**src/rtl/linear_key_value_table_assert.svh**
```systemverilog
// Assertion macros used by the key/value table back end.
`ifndef LINEAR_KEY_VALUE_TABLE_ASSERT_SVH
`define LINEAR_KEY_VALUE_TABLE_ASSERT_SVH

// Same-cycle implication, sampled on clk, off while arst_n is low.
`define LKVT_ASSERT_NOW(label, ante, cons, msg) \
	label: assert property (@(posedge clk) disable iff (!arst_n) (ante) |-> (cons)) \
		else $error(msg);

// Next-cycle implication, sampled on clk, off while arst_n is low.
`define LKVT_ASSERT_NEXT(label, ante, cons, msg) \
	label: assert property (@(posedge clk) disable iff (!arst_n) (ante) |=> (cons)) \
		else $error(msg);

`endif

```
**src/rtl/lkvt_pkg.sv**
```systemverilog
// Types, codes and default sizes for the linear key/value table.
package lkvt_pkg;

	// Default sizes handed to the top level parameters
	localparam int DEF_CAPACITY    = 16;
	localparam int DEF_KEY_WIDTH   = 32;
	localparam int DEF_VALUE_WIDTH = 32;

	// Fixed port field widths
	localparam int OP_W         = 3;
	localparam int PORT_KEY_W   = 32;
	localparam int PORT_VALUE_W = 32;
	localparam int PORT_SLOT_W  = 4;
	localparam int STATUS_W     = 2;
	localparam int PORT_COUNT_W = 5;

	// Command queue between front and back (power of two)
	localparam int QUEUE_DEPTH = 2;

	// Request operation codes as they arrive on the port
	typedef enum logic [OP_W-1:0] {
		OPC_FIND       = 3'd0,
		OPC_INSERT     = 3'd1,
		OPC_ERASE_KEY  = 3'd2,
		OPC_ERASE_SLOT = 3'd3,
		OPC_CLEAR      = 3'd4
	} op_code_t;

	// Classified command kinds
	typedef enum logic [2:0] {
		CMD_FIND,
		CMD_INSERT,
		CMD_ERASE_KEY,
		CMD_ERASE_SLOT,
		CMD_CLEAR,
		CMD_NOP
	} cmd_kind_t;

	// Result status codes
	typedef enum logic [STATUS_W-1:0] {
		ST_OK      = 2'd0,
		ST_MISSING = 2'd1,
		ST_PRESENT = 2'd2,
		ST_FULL    = 2'd3
	} status_t;

	// Back end sequencer states
	typedef enum logic [1:0] {
		BS_IDLE,
		BS_SCAN,
		BS_MOVE,
		BS_DONE
	} back_state_t;

	// Control part of a queued command
	typedef struct packed {
		cmd_kind_t              kind;
		logic [PORT_SLOT_W-1:0] slot;
	} cmd_ctl_t;

endpackage

```
**src/rtl/lkvt_ifs.sv**
```systemverilog
// Request and response channel interfaces of the key/value table.
interface lkvt_req_if;
	import lkvt_pkg::*;

	logic                    valid;
	logic                    ready;
	logic [OP_W-1:0]         operation;
	logic [PORT_KEY_W-1:0]   req_key;
	logic [PORT_VALUE_W-1:0] req_value;
	logic [PORT_SLOT_W-1:0]  req_slot;

	modport source (output valid, operation, req_key, req_value, req_slot, input ready);
	modport sink   (input valid, operation, req_key, req_value, req_slot, output ready);
endinterface

interface lkvt_rsp_if;
	import lkvt_pkg::*;

	logic                    valid;
	logic                    ready;
	logic [STATUS_W-1:0]     status;
	logic [PORT_VALUE_W-1:0] found_value;
	logic [PORT_SLOT_W-1:0]  found_slot;
	logic [PORT_COUNT_W-1:0] entry_count;

	modport source (output valid, status, found_value, found_slot, entry_count, input ready);
	modport sink   (input valid, status, found_value, found_slot, entry_count, output ready);
endinterface

```
**src/rtl/lkvt_ram.sv**
```systemverilog
// Generic single write port RAM with one registered read port.
module lkvt_ram #(
	parameter int WIDTH = 8,
	parameter int DEPTH = 16
) (
	input  logic                     clk,
	input  logic                     we,
	input  logic [$clog2(DEPTH)-1:0] waddr,
	input  logic [WIDTH-1:0]         wdata,
	input  logic [$clog2(DEPTH)-1:0] raddr,
	output logic [WIDTH-1:0]         rdata
);
	logic [WIDTH-1:0] mem_q [DEPTH];

	// write port
	always_ff @(posedge clk) begin
		if (we) begin
			mem_q[waddr] <= wdata;
		end
	end

	// registered read port
	always_ff @(posedge clk) begin
		rdata <= mem_q[raddr];
	end
endmodule

```
**src/rtl/lkvt_front.sv**
```systemverilog
// Front end: decodes requests and queues them for the back end.
module lkvt_front #(
	parameter int KEY_WIDTH   = 32,
	parameter int VALUE_WIDTH = 32
) (
	input  logic                     clk,
	input  logic                     arst_n,
	lkvt_req_if.sink                 req,
	output logic                     cmd_valid,
	input  logic                     cmd_ready,
	output lkvt_pkg::cmd_ctl_t       cmd_ctl,
	output logic [KEY_WIDTH-1:0]     cmd_key,
	output logic [VALUE_WIDTH-1:0]   cmd_value
);
	import lkvt_pkg::*;

	localparam int QW = $clog2(QUEUE_DEPTH);
	localparam int LW = QW + 1;

	cmd_ctl_t               ctl_mem_q [QUEUE_DEPTH];
	logic [KEY_WIDTH-1:0]   key_mem_q [QUEUE_DEPTH];
	logic [VALUE_WIDTH-1:0] val_mem_q [QUEUE_DEPTH];
	logic [QW-1:0]          wr_ptr_q;
	logic [QW-1:0]          rd_ptr_q;
	logic [LW-1:0]          level_q;
	cmd_ctl_t               dec_ctl;
	logic                   push;
	logic                   pop;

	// classify the operation code; unknown codes become a no-op
	always_comb begin
		dec_ctl.slot = req.req_slot;
		case (req.operation)
			OPC_FIND:       dec_ctl.kind = CMD_FIND;
			OPC_INSERT:     dec_ctl.kind = CMD_INSERT;
			OPC_ERASE_KEY:  dec_ctl.kind = CMD_ERASE_KEY;
			OPC_ERASE_SLOT: dec_ctl.kind = CMD_ERASE_SLOT;
			OPC_CLEAR:      dec_ctl.kind = CMD_CLEAR;
			default:        dec_ctl.kind = CMD_NOP;
		endcase
	end

	// queue handshakes
	assign req.ready = (level_q != LW'(QUEUE_DEPTH));
	assign push      = req.valid && req.ready;
	assign cmd_valid = (level_q != '0);
	assign pop       = cmd_valid && cmd_ready;

	assign cmd_ctl   = ctl_mem_q[rd_ptr_q];
	assign cmd_key   = key_mem_q[rd_ptr_q];
	assign cmd_value = val_mem_q[rd_ptr_q];

	// queue storage, only the used key and value bits are kept
	always_ff @(posedge clk) begin
		if (push) begin
			ctl_mem_q[wr_ptr_q] <= dec_ctl;
			key_mem_q[wr_ptr_q] <= KEY_WIDTH'(req.req_key);
			val_mem_q[wr_ptr_q] <= VALUE_WIDTH'(req.req_value);
		end
	end

	// queue pointers and fill level
	always_ff @(posedge clk or negedge arst_n) begin
		if (!arst_n) begin
			wr_ptr_q <= '0;
			rd_ptr_q <= '0;
			level_q  <= '0;
		end else begin
			if (push) begin
				wr_ptr_q <= wr_ptr_q + QW'(1);
			end
			if (pop) begin
				rd_ptr_q <= rd_ptr_q + QW'(1);
			end
			level_q <= level_q + LW'(push) - LW'(pop);
		end
	end
endmodule

```
**src/rtl/lkvt_back.sv**
```systemverilog
// Back end: scans the entry RAM, updates the table and registers the result.
`include "linear_key_value_table_assert.svh"

module lkvt_back #(
	parameter int CAPACITY    = 16,
	parameter int KEY_WIDTH   = 32,
	parameter int VALUE_WIDTH = 32
) (
	input  logic                   clk,
	input  logic                   arst_n,
	input  logic                   cmd_valid,
	output logic                   cmd_ready,
	input  lkvt_pkg::cmd_ctl_t     cmd_ctl,
	input  logic [KEY_WIDTH-1:0]   cmd_key,
	input  logic [VALUE_WIDTH-1:0] cmd_value,
	lkvt_rsp_if.source             rsp
);
	import lkvt_pkg::*;

	localparam int AW    = $clog2(CAPACITY);
	localparam int CNT_W = $clog2(CAPACITY + 1);
	localparam int CMP_W = (CNT_W > PORT_SLOT_W) ? CNT_W : PORT_SLOT_W;
	localparam int EW    = KEY_WIDTH + VALUE_WIDTH;

	back_state_t            state_q, state_d;
	cmd_kind_t              kind_q;
	logic [KEY_WIDTH-1:0]   key_q;
	logic [VALUE_WIDTH-1:0] val_q;
	logic [AW-1:0]          cur_q, cur_d;
	logic [CNT_W-1:0]       count_q, count_d;
	status_t                res_status_q, res_status_d;
	logic [VALUE_WIDTH-1:0] res_value_q, res_value_d;
	logic [AW-1:0]          res_slot_q, res_slot_d;

	logic                   out_valid_q;
	status_t                out_status_q;
	logic [VALUE_WIDTH-1:0] out_value_q;
	logic [AW-1:0]          out_slot_q;
	logic [CNT_W-1:0]       out_count_q;

	logic                   ram_we;
	logic [AW-1:0]          ram_waddr;
	logic [EW-1:0]          ram_wdata;
	logic [AW-1:0]          ram_raddr;
	logic [EW-1:0]          ram_rdata;
	logic [KEY_WIDTH-1:0]   rd_key;
	logic [VALUE_WIDTH-1:0] rd_val;

	logic                   out_free;
	logic                   start;
	logic                   key_op;
	logic                   slot_ok;
	logic                   cnt_empty;
	logic                   tbl_full;
	logic                   hit;
	logic                   below_last;
	logic                   miss_go;
	cmd_kind_t              act_kind;
	logic [KEY_WIDTH-1:0]   act_key;
	logic [VALUE_WIDTH-1:0] act_val;

	// entry storage: key in the upper bits, value in the lower bits
	lkvt_ram #(
		.WIDTH(EW),
		.DEPTH(CAPACITY)
	) u_entry_ram (
		.clk   (clk),
		.we    (ram_we),
		.waddr (ram_waddr),
		.wdata (ram_wdata),
		.raddr (ram_raddr),
		.rdata (ram_rdata)
	);

	assign rd_key = ram_rdata[EW-1:VALUE_WIDTH];
	assign rd_val = ram_rdata[VALUE_WIDTH-1:0];

	// status terms
	assign out_free   = !out_valid_q || rsp.ready;
	assign cmd_ready  = (state_q == BS_IDLE);
	assign start      = cmd_valid && (state_q == BS_IDLE);
	assign key_op     = (cmd_ctl.kind inside {CMD_FIND, CMD_INSERT, CMD_ERASE_KEY});
	assign slot_ok    = CMP_W'(cmd_ctl.slot) < CMP_W'(count_q);
	assign cnt_empty  = (count_q == '0);
	assign tbl_full   = (count_q == CNT_W'(CAPACITY));
	assign hit        = (kind_q == CMD_ERASE_SLOT) || (rd_key == key_q);
	assign below_last = (CNT_W'(cur_q) + CNT_W'(1)) < count_q;

	// a key lookup ends without a match: empty table at start or scan ran out
	assign miss_go = (start && key_op && cnt_empty) ||
		((state_q == BS_SCAN) && !hit && !below_last);
	assign act_kind = (state_q == BS_IDLE) ? cmd_ctl.kind : kind_q;
	assign act_key  = (state_q == BS_IDLE) ? cmd_key : key_q;
	assign act_val  = (state_q == BS_IDLE) ? cmd_value : val_q;

	// next state
	always_comb begin
		state_d = state_q;
		case (state_q)
			BS_IDLE: begin
				if (cmd_valid) begin
					case (cmd_ctl.kind)
						CMD_FIND, CMD_INSERT, CMD_ERASE_KEY:
							state_d = cnt_empty ? BS_DONE : BS_SCAN;
						CMD_ERASE_SLOT:
							state_d = slot_ok ? BS_SCAN : BS_DONE;
						default:
							state_d = BS_DONE;
					endcase
				end
			end
			BS_SCAN: begin
				if (hit) begin
					if ((kind_q inside {CMD_ERASE_KEY, CMD_ERASE_SLOT}) && below_last) begin
						state_d = BS_MOVE;
					end else begin
						state_d = BS_DONE;
					end
				end else if (!below_last) begin
					state_d = BS_DONE;
				end
			end
			BS_MOVE: state_d = BS_DONE;
			BS_DONE: begin
				if (out_free) begin
					state_d = BS_IDLE;
				end
			end
			default: state_d = BS_IDLE;
		endcase
	end

	// datapath controls and next data values
	always_comb begin
		ram_we       = 1'b0;
		ram_waddr    = AW'(count_q);
		ram_wdata    = {act_key, act_val};
		ram_raddr    = cur_q;
		cur_d        = cur_q;
		count_d      = count_q;
		res_status_d = res_status_q;
		res_value_d  = res_value_q;
		res_slot_d   = res_slot_q;
		case (state_q)
			BS_IDLE: begin
				if (cmd_valid) begin
					res_status_d = ST_OK;
					res_value_d  = '0;
					res_slot_d   = '0;
					cur_d        = '0;
					ram_raddr    = '0;
					case (cmd_ctl.kind)
						CMD_ERASE_SLOT: begin
							if (slot_ok) begin
								cur_d     = AW'(cmd_ctl.slot);
								ram_raddr = AW'(cmd_ctl.slot);
							end else begin
								res_status_d = ST_FULL;
							end
						end
						CMD_CLEAR: count_d = '0;
						default: ;
					endcase
				end
			end
			BS_SCAN: begin
				if (hit) begin
					res_value_d = rd_val;
					res_slot_d  = cur_q;
					case (kind_q)
						CMD_INSERT: res_status_d = ST_PRESENT;
						CMD_ERASE_KEY, CMD_ERASE_SLOT: begin
							// fetch the last entry to fill the hole, or just shrink
							if (below_last) begin
								ram_raddr = AW'(count_q - CNT_W'(1));
							end else begin
								count_d = count_q - CNT_W'(1);
							end
						end
						default: ;
					endcase
				end else if (below_last) begin
					cur_d     = cur_q + AW'(1);
					ram_raddr = cur_q + AW'(1);
				end
			end
			BS_MOVE: begin
				// last entry read back now lands in the freed slot
				ram_we    = 1'b1;
				ram_waddr = cur_q;
				ram_wdata = ram_rdata;
				count_d   = count_q - CNT_W'(1);
			end
			default: ;
		endcase
		// no match: append on insert (full status when the table is full), else report missing
		if (miss_go) begin
			case (act_kind)
				CMD_INSERT: begin
					if (tbl_full) begin
						res_status_d = ST_FULL;
					end else begin
						ram_we       = 1'b1;
						ram_waddr    = AW'(count_q);
						ram_wdata    = {act_key, act_val};
						res_status_d = ST_OK;
						res_value_d  = act_val;
						res_slot_d   = AW'(count_q);
						count_d      = count_q + CNT_W'(1);
					end
				end
				default: res_status_d = ST_MISSING;
			endcase
		end
	end

	// control registers
	always_ff @(posedge clk or negedge arst_n) begin
		if (!arst_n) begin
			state_q     <= BS_IDLE;
			count_q     <= '0;
			out_valid_q <= 1'b0;
		end else begin
			state_q <= state_d;
			count_q <= count_d;
			if ((state_q == BS_DONE) && out_free) begin
				out_valid_q <= 1'b1;
			end else if (rsp.ready) begin
				out_valid_q <= 1'b0;
			end
		end
	end

	// command, scan and result payload registers
	always_ff @(posedge clk) begin
		cur_q        <= cur_d;
		res_status_q <= res_status_d;
		res_value_q  <= res_value_d;
		res_slot_q   <= res_slot_d;
		if (start) begin
			kind_q <= cmd_ctl.kind;
			key_q  <= cmd_key;
			val_q  <= cmd_value;
		end
		if ((state_q == BS_DONE) && out_free) begin
			out_status_q <= res_status_q;
			out_value_q  <= res_value_q;
			out_slot_q   <= res_slot_q;
			out_count_q  <= count_q;
		end
	end

	// response port
	assign rsp.valid       = out_valid_q;
	assign rsp.status      = out_status_q;
	assign rsp.found_value = PORT_VALUE_W'(out_value_q);
	assign rsp.found_slot  = PORT_SLOT_W'(out_slot_q);
	assign rsp.entry_count = PORT_COUNT_W'(out_count_q);

	`LKVT_ASSERT_NOW(a_count_bound, 1'b1, count_q <= CNT_W'(CAPACITY), "entry count over capacity")
	`LKVT_ASSERT_NOW(a_scan_in_range, state_q == BS_SCAN, CNT_W'(cur_q) < count_q, "scan slot past count")
	`LKVT_ASSERT_NOW(a_write_phase, ram_we, (state_q == BS_MOVE) || miss_go, "stray entry write")
	`LKVT_ASSERT_NEXT(a_result_loaded, (state_q == BS_DONE) && out_free, out_valid_q && (state_q == BS_IDLE), "result not loaded")
	`LKVT_ASSERT_NEXT(a_move_shrinks, state_q == BS_MOVE, count_q == $past(count_q) - CNT_W'(1), "erase did not shrink")
endmodule

```
**src/rtl/linear_key_value_table.sv**
```systemverilog
// Fixed-capacity key/value table kept as a packed unsorted array of entries. Requests pass
// through a two-entry command queue to a sequencer that reads one entry per cycle from a
// single-read-port entry RAM. A find, insert or erase by key scans from slot 0 until it
// matches or has read all entry_count entries; an erase that has to move the last entry
// into the freed slot then writes it there in a separate move state. Clear, erase at a bad
// slot and unknown operation codes skip the scan. Each request yields exactly one response,
// held in an output register while new requests keep entering the queue until it is full.
module linear_key_value_table #(
	parameter int CAPACITY    = lkvt_pkg::DEF_CAPACITY,
	parameter int KEY_WIDTH   = lkvt_pkg::DEF_KEY_WIDTH,
	parameter int VALUE_WIDTH = lkvt_pkg::DEF_VALUE_WIDTH
) (
	input  logic       clk,
	input  logic       arst_n,
	lkvt_req_if.sink   req,
	lkvt_rsp_if.source rsp
);
	import lkvt_pkg::*;

	logic                   cmd_valid;
	logic                   cmd_ready;
	cmd_ctl_t               cmd_ctl;
	logic [KEY_WIDTH-1:0]   cmd_key;
	logic [VALUE_WIDTH-1:0] cmd_value;

	// request decode and queue
	lkvt_front #(
		.KEY_WIDTH   (KEY_WIDTH),
		.VALUE_WIDTH (VALUE_WIDTH)
	) u_front (
		.clk       (clk),
		.arst_n    (arst_n),
		.req       (req),
		.cmd_valid (cmd_valid),
		.cmd_ready (cmd_ready),
		.cmd_ctl   (cmd_ctl),
		.cmd_key   (cmd_key),
		.cmd_value (cmd_value)
	);

	// table sequencer and response register
	lkvt_back #(
		.CAPACITY    (CAPACITY),
		.KEY_WIDTH   (KEY_WIDTH),
		.VALUE_WIDTH (VALUE_WIDTH)
	) u_back (
		.clk       (clk),
		.arst_n    (arst_n),
		.cmd_valid (cmd_valid),
		.cmd_ready (cmd_ready),
		.cmd_ctl   (cmd_ctl),
		.cmd_key   (cmd_key),
		.cmd_value (cmd_value),
		.rsp       (rsp)
	);
endmodule

```
**src/flat_wrapper.sv**
```systemverilog
// flat-port wrapper written by rule: the top's interface ports become plain ports
module linear_key_value_table_flat import lkvt_pkg::*;
#(
	parameter int CAPACITY    = lkvt_pkg::DEF_CAPACITY,
	parameter int KEY_WIDTH   = lkvt_pkg::DEF_KEY_WIDTH,
	parameter int VALUE_WIDTH = lkvt_pkg::DEF_VALUE_WIDTH
)
  (clk, arst_n, req_valid, req_operation, req_req_key, req_req_value, req_req_slot, req_ready, rsp_valid, rsp_status, rsp_found_value, rsp_found_slot, rsp_entry_count, rsp_ready);
  lkvt_req_if req_i ();
  lkvt_rsp_if rsp_i ();
  input  logic clk;
  input  logic arst_n;
  input wire logic [$bits(req_i.valid)-1:0] req_valid;
  input wire logic [$bits(req_i.operation)-1:0] req_operation;
  input wire logic [$bits(req_i.req_key)-1:0] req_req_key;
  input wire logic [$bits(req_i.req_value)-1:0] req_req_value;
  input wire logic [$bits(req_i.req_slot)-1:0] req_req_slot;
  output wire logic [$bits(req_i.ready)-1:0] req_ready;
  output wire logic [$bits(rsp_i.valid)-1:0] rsp_valid;
  output wire logic [$bits(rsp_i.status)-1:0] rsp_status;
  output wire logic [$bits(rsp_i.found_value)-1:0] rsp_found_value;
  output wire logic [$bits(rsp_i.found_slot)-1:0] rsp_found_slot;
  output wire logic [$bits(rsp_i.entry_count)-1:0] rsp_entry_count;
  input wire logic [$bits(rsp_i.ready)-1:0] rsp_ready;
  assign req_i.valid = req_valid;
  assign req_i.operation = req_operation;
  assign req_i.req_key = req_req_key;
  assign req_i.req_value = req_req_value;
  assign req_i.req_slot = req_req_slot;
  assign req_ready = req_i.ready;
  assign rsp_valid = rsp_i.valid;
  assign rsp_status = rsp_i.status;
  assign rsp_found_value = rsp_i.found_value;
  assign rsp_found_slot = rsp_i.found_slot;
  assign rsp_entry_count = rsp_i.entry_count;
  assign rsp_i.ready = rsp_ready;
  linear_key_value_table #(.CAPACITY(CAPACITY), .KEY_WIDTH(KEY_WIDTH), .VALUE_WIDTH(VALUE_WIDTH)) u_core (.clk(clk), .arst_n(arst_n), .req(req_i), .rsp(rsp_i));
endmodule
```
**config.mk**
```make
export PLATFORM = sky130hd
export DESIGN_NAME = linear_key_value_table_flat
export DESIGN_NICKNAME = d
export VERILOG_FILES = /design/src/rtl/lkvt_pkg.sv /design/src/rtl/lkvt_ifs.sv /design/src/rtl/lkvt_ram.sv /design/src/rtl/lkvt_front.sv /design/src/rtl/lkvt_back.sv /design/src/rtl/linear_key_value_table.sv /design/src/flat_wrapper.sv
export VERILOG_INCLUDE_DIRS = /design/src /design/src/rtl
export SDC_FILE = /design/constraint.sdc
export NUM_CORES = 2
export LEC_CHECK = 0
export BUFFER_PORTS_ARGS = -buffer_cell sky130_fd_sc_hd__buf_2
export CORE_MARGIN = 10
export CORE_UTILIZATION = 33
export CTS_CLUSTER_DIAMETER = 50
export DETAILED_ROUTE_END_ITERATION = 16
export GPL_ROUTABILITY_DRIVEN = 0
export HOLD_SLACK_MARGIN = 0.05
export PLACE_DENSITY_LB_ADDON = 0.25
export RECOVER_POWER = 50
export SLEW_MARGIN = 20
export SYNTH_ARGS = -nofsm -noshare
export SYNTH_HDL_FRONTEND = slang
export SYNTH_HIERARCHICAL = 1
export SYNTH_SLANG_ARGS = --single-unit
```
**constraint.sdc**
```tcl
create_clock -name clk -period 10.3 [get_ports clk]
set_clock_uncertainty 0.2 [all_clocks]
set_input_delay 0.515 -clock clk [delete_from_list [all_inputs] [get_ports clk]]
set_output_delay 0.515 -clock clk [all_outputs]
set_load 0.01 [all_outputs]
```
; Yosys cells after proc, flatten, opt, wreduce, memory -nomap -nowiden
; Memories as Yosys holds them, arrays and structs flattened. A register that Yosys moved wholly into a read port is not among the register bits.
; Cells that the tools add are included.
[word_totals]
word_cells = 156
ramBits = 1166
mem_count = 4
regBits = 164
in_bits = 75
[op_classes]
n_addsub = 8
reduce_logical = 29
n_lt_le_gt_ge = 2
n_eq_ne = 25
mux = 71
[memory_table]
columns = memory, words, width, read_ports, rd_ports_with_merged_regs, write_ports, line
row1 = u_core.u_back.u_entry_ram.mem_q, 16, 64, 1, 1, 1, lkvt_ram.sv:13  ; logic [WIDTH-1:0] mem_q [DEPTH];
row2 = u_core.u_front.key_mem_q, 2, 32, 1, 0, 1, lkvt_front.sv:21  ; logic [KEY_WIDTH-1:0] key_mem_q [QUEUE_DEPTH];
row3 = u_core.u_front.val_mem_q, 2, 32, 1, 0, 1, lkvt_front.sv:22  ; logic [VALUE_WIDTH-1:0] val_mem_q [QUEUE_DEPTH];
row4 = u_core.u_front.ctl_mem_q, 2, 7, 1, 0, 1, lkvt_front.sv:20  ; cmd_ctl_t ctl_mem_q [QUEUE_DEPTH];
[ops]
columns = operator, n
row1 = $mux W64, 4
row2 = $mux W32, 7
row3 = $mux W4, 17
row4 = $pmux W32 S2, 1
row5 = $mux W5, 8
row6 = $eq A32 B32 Y1, 1
row7 = $mux W2, 14
row8 = $pmux W4 S2, 3
row9 = $eq A3 B2 Y1 const B, 6
row10 = $pmux W3 S5, 1
row11 = $pmux W5 S3, 1
row12 = $eq A3 B1 Y1 const B, 4
row13 = $mux W1, 11
row14 = $ne A3 B3 Y1 const B, 3
row15 = $logic_and A1 B1 Y1, 8
row16 = $ne A2 B2 Y1 const B, 4
row17 = $pmux W2 S2, 2
row18 = $pmux W2 S4, 1
row19 = $reduce_bool A2 Y1, 4
row20 = $eq A3 B3 Y1 const B, 2
row21 = $logic_not A3 Y1, 2
row22 = $reduce_bool A3 Y1, 2
row23 = $add A4 B1 Y5 const B, 1
row24 = $add A5 B1 Y5 const B, 1
row25 = other kinds (21), 27

; Longest topological paths before layout
[logic_depth]
ltp_word = 9
ltp_mapped = 17

; Hierarchy
; Netlist, hierarchy kept.
[modules_own_cells]
columns = mod, instances, cells_per_inst, area_per_inst_um2
row1 = lkvt_ram, 1, 1647, 39581.7
row2 = lkvt_back, 1, 708, 7913.8
row3 = lkvt_front, 1, 246, 5386.4

; Least setup slack after synthesis
; Ideal clock, no wire load.
[synth_timing]
path_type = reg-to-reg
start = reg u_core.u_back.state_q[0]
end = mem u_core/u_back/u_entry_ram/mem_q[0][0] in the netlist's numbering (enable)
path_slack_ns = -0.439
n_path_buf = 3
period_less_slack_ns = 10.739
stages_incl_launch_ff = 15
arrival_time_ns = 9.974
path_cell_list = dfrtp_1 -> inv_1 -> ha_1 -> buf_2 -> clkinv_1 -> nor2_1 -> nand3_1 -> o31a_1 -> buf_6 -> nor2_2 -> buf_6 -> nor2_1 -> a22o_1 -> or3b_2 -> nor3_1
[synth_between]
elab_cells_between_ends = 21
classes_between = eq/ne: 3 / mux: 11 / reduce/logical: 7
[synth_rtl]
columns = item, line
row1 = from (decl), lkvt_back.sv:25  ; back_state_t state_q, state_d;
row2 = from (signal assigned), lkvt_back.sv:224  ; state_q <= state_d;
row3 = $logic_not A2 Y1, --
row4 = via u_core.cmd_ready, linear_key_value_table.sv:21  ; logic cmd_ready;
row5 = $logic_and A1 B1 Y1, lkvt_back.sv:81  ; assign start = cmd_valid && (state_q == BS_IDLE);
row6 = via u_core.u_back.start, lkvt_back.sv:50  ; logic start;
row7 = $logic_and A1 B1 Y1 (2 in a row), lkvt_back.sv:90  ; assign miss_go = (start && key_op && cnt_empty) ||
row8 = $logic_or A1 B1 Y1, lkvt_back.sv:90
row9 = $mux W4, lkvt_back.sv:197  ; if (miss_go) begin
row10 = via u_core.u_back.ram_waddr[2], lkvt_back.sv:42  ; logic [AW-1:0] ram_waddr;
row11 = to (decl), lkvt_ram.sv:13
; The timed path passes the listed nets, and every way through them passes these cells.

; Worst setup path after layout
[layout_timing]
start = reg u_core.u_back.state_q[0]
end = mem u_core/u_back/u_entry_ram/mem_q[5][37] in the netlist's numbering (enable)
; Same word-level chain as after synthesis.

==> results.md <==
* Avg Vias per Cell at 5.18
* Mean instance size in the synthesized netlist at 20.3 sq um
* Floorplan Core Area at 0.159 sq mm
* Hold crit path type: flip-flop to flip-flop
* Final core area utilization at 0.388
* Type of the setup path with the least slack: flip-flop to flip-flop
* Final critical-path share of the clock period at 0.805
* CTS Sinks at 1394
* Time the worst path needs with I/O delays and setup at 8290 ps
* Worst Hold Slack at 218 ps
* Post-detailed-placement cell area at 0.0560 sq mm
* Total vias in the final route at 26300
* Multiplexer fraction of the synthesized cell area at 0.137
* Critical path endpoint category: flip-flop
* Final Routed Wirelength at 129000 um
* Die area at 0.177 sq mm
* Number of antenna violations at the first check in global routing at 3
* I/O pins at 120
* Clk Latency, worst-skew pair at 770 ps
* Horizontal extent of the die at 420 um
* Cell Area, Synth at 0.0529 sq mm
* DRC marker count from the first detailed-route iteration at 2493
* Fraction of power consumed by combinational cells at 0.362
* Number of cells on the worst reg-to-reg path at 13
* First-pass GRT wire length at 189000 um
* Starting utilization of the core area at 0.333
* Worst-margin pin slew at 4900 ps
* XOR/XNOR Fraction of Synth Area at 0.00662
* Synth Register Bits at 1394
* Count of nets after finishing at 2956
* Share of the yosys chip area belonging to registers at 0.772
* Setup repair after global routing missed its margin: no
* Final setup violation count at 0
* Cell at the root of the clock tree: sky130_fd_sc_hd__clkbuf_16
* Total global routing track utilization at 0.145
* Arrival time of data at the critical path endpoint at 8480 ps
* Post-synthesis share of cell area spent on full adders, half adders and majority gates at 0.00355
* Routed length per instance at 25.4 um
* Maximum vdd ir drop at 0.447 mV
* Hold Fails Final Rpt at 0
* Clk buf depth at 3
* Fmax at 121 MHz
* Vias in the first global route at 27400
* Post-route DRC at 0
* Depth of the CTS H-tree at 4
* Number of warnings issued by yosys at 6
* Main combinational cell family by area after synthesis: multiplexers
* Net switching power of the design at 7800 uW
* Most frequently used flop master after synthesis: sky130_fd_sc_hd__edfxtp_1
* Clock tree from TritonCTS: built
* Startpoint Class: flip-flop
* CTS clk-pin slew, worst paths at 60 ps
* Max Cap Violations at 13
* Post-synthesis cell type count at 58
* Syn-to-layout area delta at 16.6%
* Combined flip-flop and latch cell area at 0.0408 sq mm
* Leakage power figure at 0.0195 uW
* Inserted Clock Buffers at 154
* Pin count of the biggest net entering global routing at 105
* Status: finished with violations
* Total Negative Setup Slacks at 0 ps
* Instance count after placement with tap cells included at 4704
* Number of cell rows at 146
* Vert. Die Dim at 420 um
* Area taken by multi-input logic gates at 0.0114 sq mm
* Share of cells above drive strength 1 at 0.200
* Fill cell instance count of the final layout at 14200
* Final cell count without fillers at 5070
* Number of detailed-route iterations in the first pass at 5
* Simple-gate area share of the yosys netlist at 0.0209
* Antenna cell count at 0
* # port buffers at 119
* Highest fanout seen on the critical path at 62
* Fraction of the mapped netlist area in compound gates at 0.0444
* Data required time of the critical path at 10480 ps
* Worst hold stages at 0
* Violations in the final reports: capacitance limit, slew limit
* Cell-internal power at 14800 uW
* Final number of max-transition violations at 513
* Sequential share of power at 0.398
* Remaining number of nets flagged by the antenna check after routing at 0
* Pwr/cell area at 367 mW/mm^2
* Number of synthesized flops with an enable pin at 1282
* Switching fraction of total power at 0.345
* Residual overflow from global routing at 0
* Normalized max-slew margin at -2.26
* Clock group share of total power at 0.239
* Post-route cell area at 0.0616 sq mm
* Syn Nets at 2691
* Sum of net half-perimeters after detailed placement at 71000 um
* Mapped Cells at 2601
* Post-synthesis async set-or-reset flop share at 0.00861
-- cell families after synthesis --
kind of cell             count (synthesis)
AND/OR/NAND/NOR                        255
AO/OA/AOI/OAI                          347
flip-flops                            1394
adder cells (fa/ha/maj)                 15
buffers and inverters                  155
multiplexers                           395
XOR/XNOR                                40
-- final timing paths --
| check | from | end | slack (ps) |
|---|---|---|---|
| max in group asynchronous | arst_n | u_core/u_back/state_q[1]$_DFFE_PN0P_ | 8820 |
| setup / recovery | u_core/u_back/state_q[0]$_DFFE_PN0P_ | u_core/u_back/u_entry_ram/mem_q[5][37]$_DFFE_PP_ | 2010 |
| hold reg to reg | u_core/u_back/res_status_q[0]$_DFFE_PP_ | u_core/u_back/rsp.status[0]$_DFFE_PP_ | 220 |
| hold / removal | u_core/u_back/res_status_q[0]$_DFFE_PP_ | u_core/u_back/rsp.status[0]$_DFFE_PP_ | 220 |
| setup reg to reg | u_core/u_back/state_q[0]$_DFFE_PN0P_ | u_core/u_back/u_entry_ram/mem_q[5][37]$_DFFE_PP_ | 2010 |
| min in group asynchronous | arst_n | u_core/u_back/count_q[2]$_DFF_PN0_ | 660 |
-- worst max-delay path, cell delays in order (launching register included) --
cell and delay, ps:
sky130_fd_sc_hd__dfrtp_1 400, sky130_fd_sc_hd__inv_1 180, sky130_fd_sc_hd__ha_4 160, sky130_fd_sc_hd__buf_4 720, sky130_fd_sc_hd__clkinv_1 630, sky130_fd_sc_hd__nor2_1 1730
sky130_fd_sc_hd__nand3_1 180, sky130_fd_sc_hd__o31a_1 340, sky130_fd_sc_hd__o21ai_0 280, sky130_fd_sc_hd__buf_4 700, sky130_fd_sc_hd__mux2_2 520, sky130_fd_sc_hd__nand2b_1 360
sky130_fd_sc_hd__nor2_4 620, sky130_fd_sc_hd__buf_4 840
-- stage by stage --
step | total power, uW | setup slack (ps)
2_1_floorplan | 14800 | -208
3_3_place_gp | 17200 | 3290
3_5_place_dp | 17500 | 3000
4_1_cts | 23000 | 2990
5_1_grt | 23900 | 1580
6_report | 22600 | 2010
-- synthesized netlist by cell type (6+ instances only) --
library cell,count,share of area
sky130_fd_sc_hd__nand2b_1,11,0.0013
sky130_fd_sc_hd__dfrtp_1,12,0.0057
sky130_fd_sc_hd__a22oi_1,130,0.018
sky130_fd_sc_hd__nor3_1,7,0.00066
sky130_fd_sc_hd__buf_6,23,0.0049
sky130_fd_sc_hd__a21o_1,7,0.00099
sky130_fd_sc_hd__ha_1,15,0.0035
sky130_fd_sc_hd__inv_1,9,0.00064
sky130_fd_sc_hd__dfxtp_1,100,0.038
sky130_fd_sc_hd__nor2b_1,7,0.00083
sky130_fd_sc_hd__buf_1,15,0.0011
sky130_fd_sc_hd__buf_2,34,0.0032
sky130_fd_sc_hd__o21ai_0,18,0.0017
sky130_fd_sc_hd__mux2i_1,64,0.012
sky130_fd_sc_hd__a21oi_1,115,0.011
sky130_fd_sc_hd__mux2_2,75,0.016
sky130_fd_sc_hd__nor2_1,96,0.0068
sky130_fd_sc_hd__xnor2_1,6,0.00099
sky130_fd_sc_hd__buf_4,11,0.0016
sky130_fd_sc_hd__xor2_1,34,0.0056
sky130_fd_sc_hd__nand2_1,92,0.0065
sky130_fd_sc_hd__mux4_2,256,0.11
sky130_fd_sc_hd__nand3_1,11,0.0010
sky130_fd_sc_hd__clkbuf_1,60,0.0043
sky130_fd_sc_hd__edfxtp_1,1282,0.73
sky130_fd_sc_hd__a221oi_1,36,0.0060
sky130_fd_sc_hd__nor4_1,9,0.0011
-- flip-flops by register name (all words and copies together), names as in the netlist, 5 cells and up --
signal	flops
u_core/u_back/val_q	32
u_core/u_back/res_value_q	32
u_core/u_back/rsp.found_value	32
u_core/u_back/count_q	5
u_core/u_back/u_entry_ram/rdata	64
u_core/u_back/rsp.entry_count	5
u_core/u_back/key_q	32
u_core/u_front/ctl_mem_q	14
u_core/u_front/val_mem_q	64
u_core/u_front/key_mem_q	64
u_core/u_back/u_entry_ram/mem_q	1024
-- timing repair --
action	in CTS	in global routing
gates resized for setup	0	0
hold endpoints to repair	158	0
setup buffers	0	0
hold buffers	76	0
-- power groups by stage --
stage	clock, uW	combinational [uW]	sequential (uW)
final	5420	8200	9010
after floorplan	0	5890	8940
after CTS	5570	8420	8980
after detailed placement	0	8370	9090
after global placement	0	8170	9050
after global routing	5800	8950	9110
-- cell type report --
type                            instances  area share
Sequential cell                      1394       0.662
Multi-Input combinational cell       1052       0.186
Clock buffer                          198      0.0677
Tap cell                             2072      0.0421
Timing Repair Buffer                  252      0.0271
Clock inverter                         90      0.0149
Inverter                               12    0.000731
-- layout by cell type (no fill, tap or decap), drive strengths merged, types with 6 or more instances in the layout --
master / count
edfxtp: 1282
clkbuf: 314
mux4: 256
a22oi: 130
a21oi: 115
dfxtp: 100
nor2: 97
nand2: 92
dlygate4sd3: 76
mux2: 75
mux2i: 64
buf: 60
clkinv: 57
a221oi: 36
xor2: 34
inv: 24
o21ai: 20
ha: 15
dfrtp: 12
clkinvlp: 11
nand3: 11
nand2b: 11
bufinv: 10
nor4: 9
a21o: 7
nor2b: 7
nor3: 7
xnor2: 6
-- per-layer routing --
layer	global-route usage	vias to the layer above	wire, um
li1	-	11300	-
met1	0.201	14000	57200
met2	0.231	823	60600
met3	0.0260	209	7720
met4	0.0445	0	3170
met5	0	-	0
(Power assumes the default switching activity.)
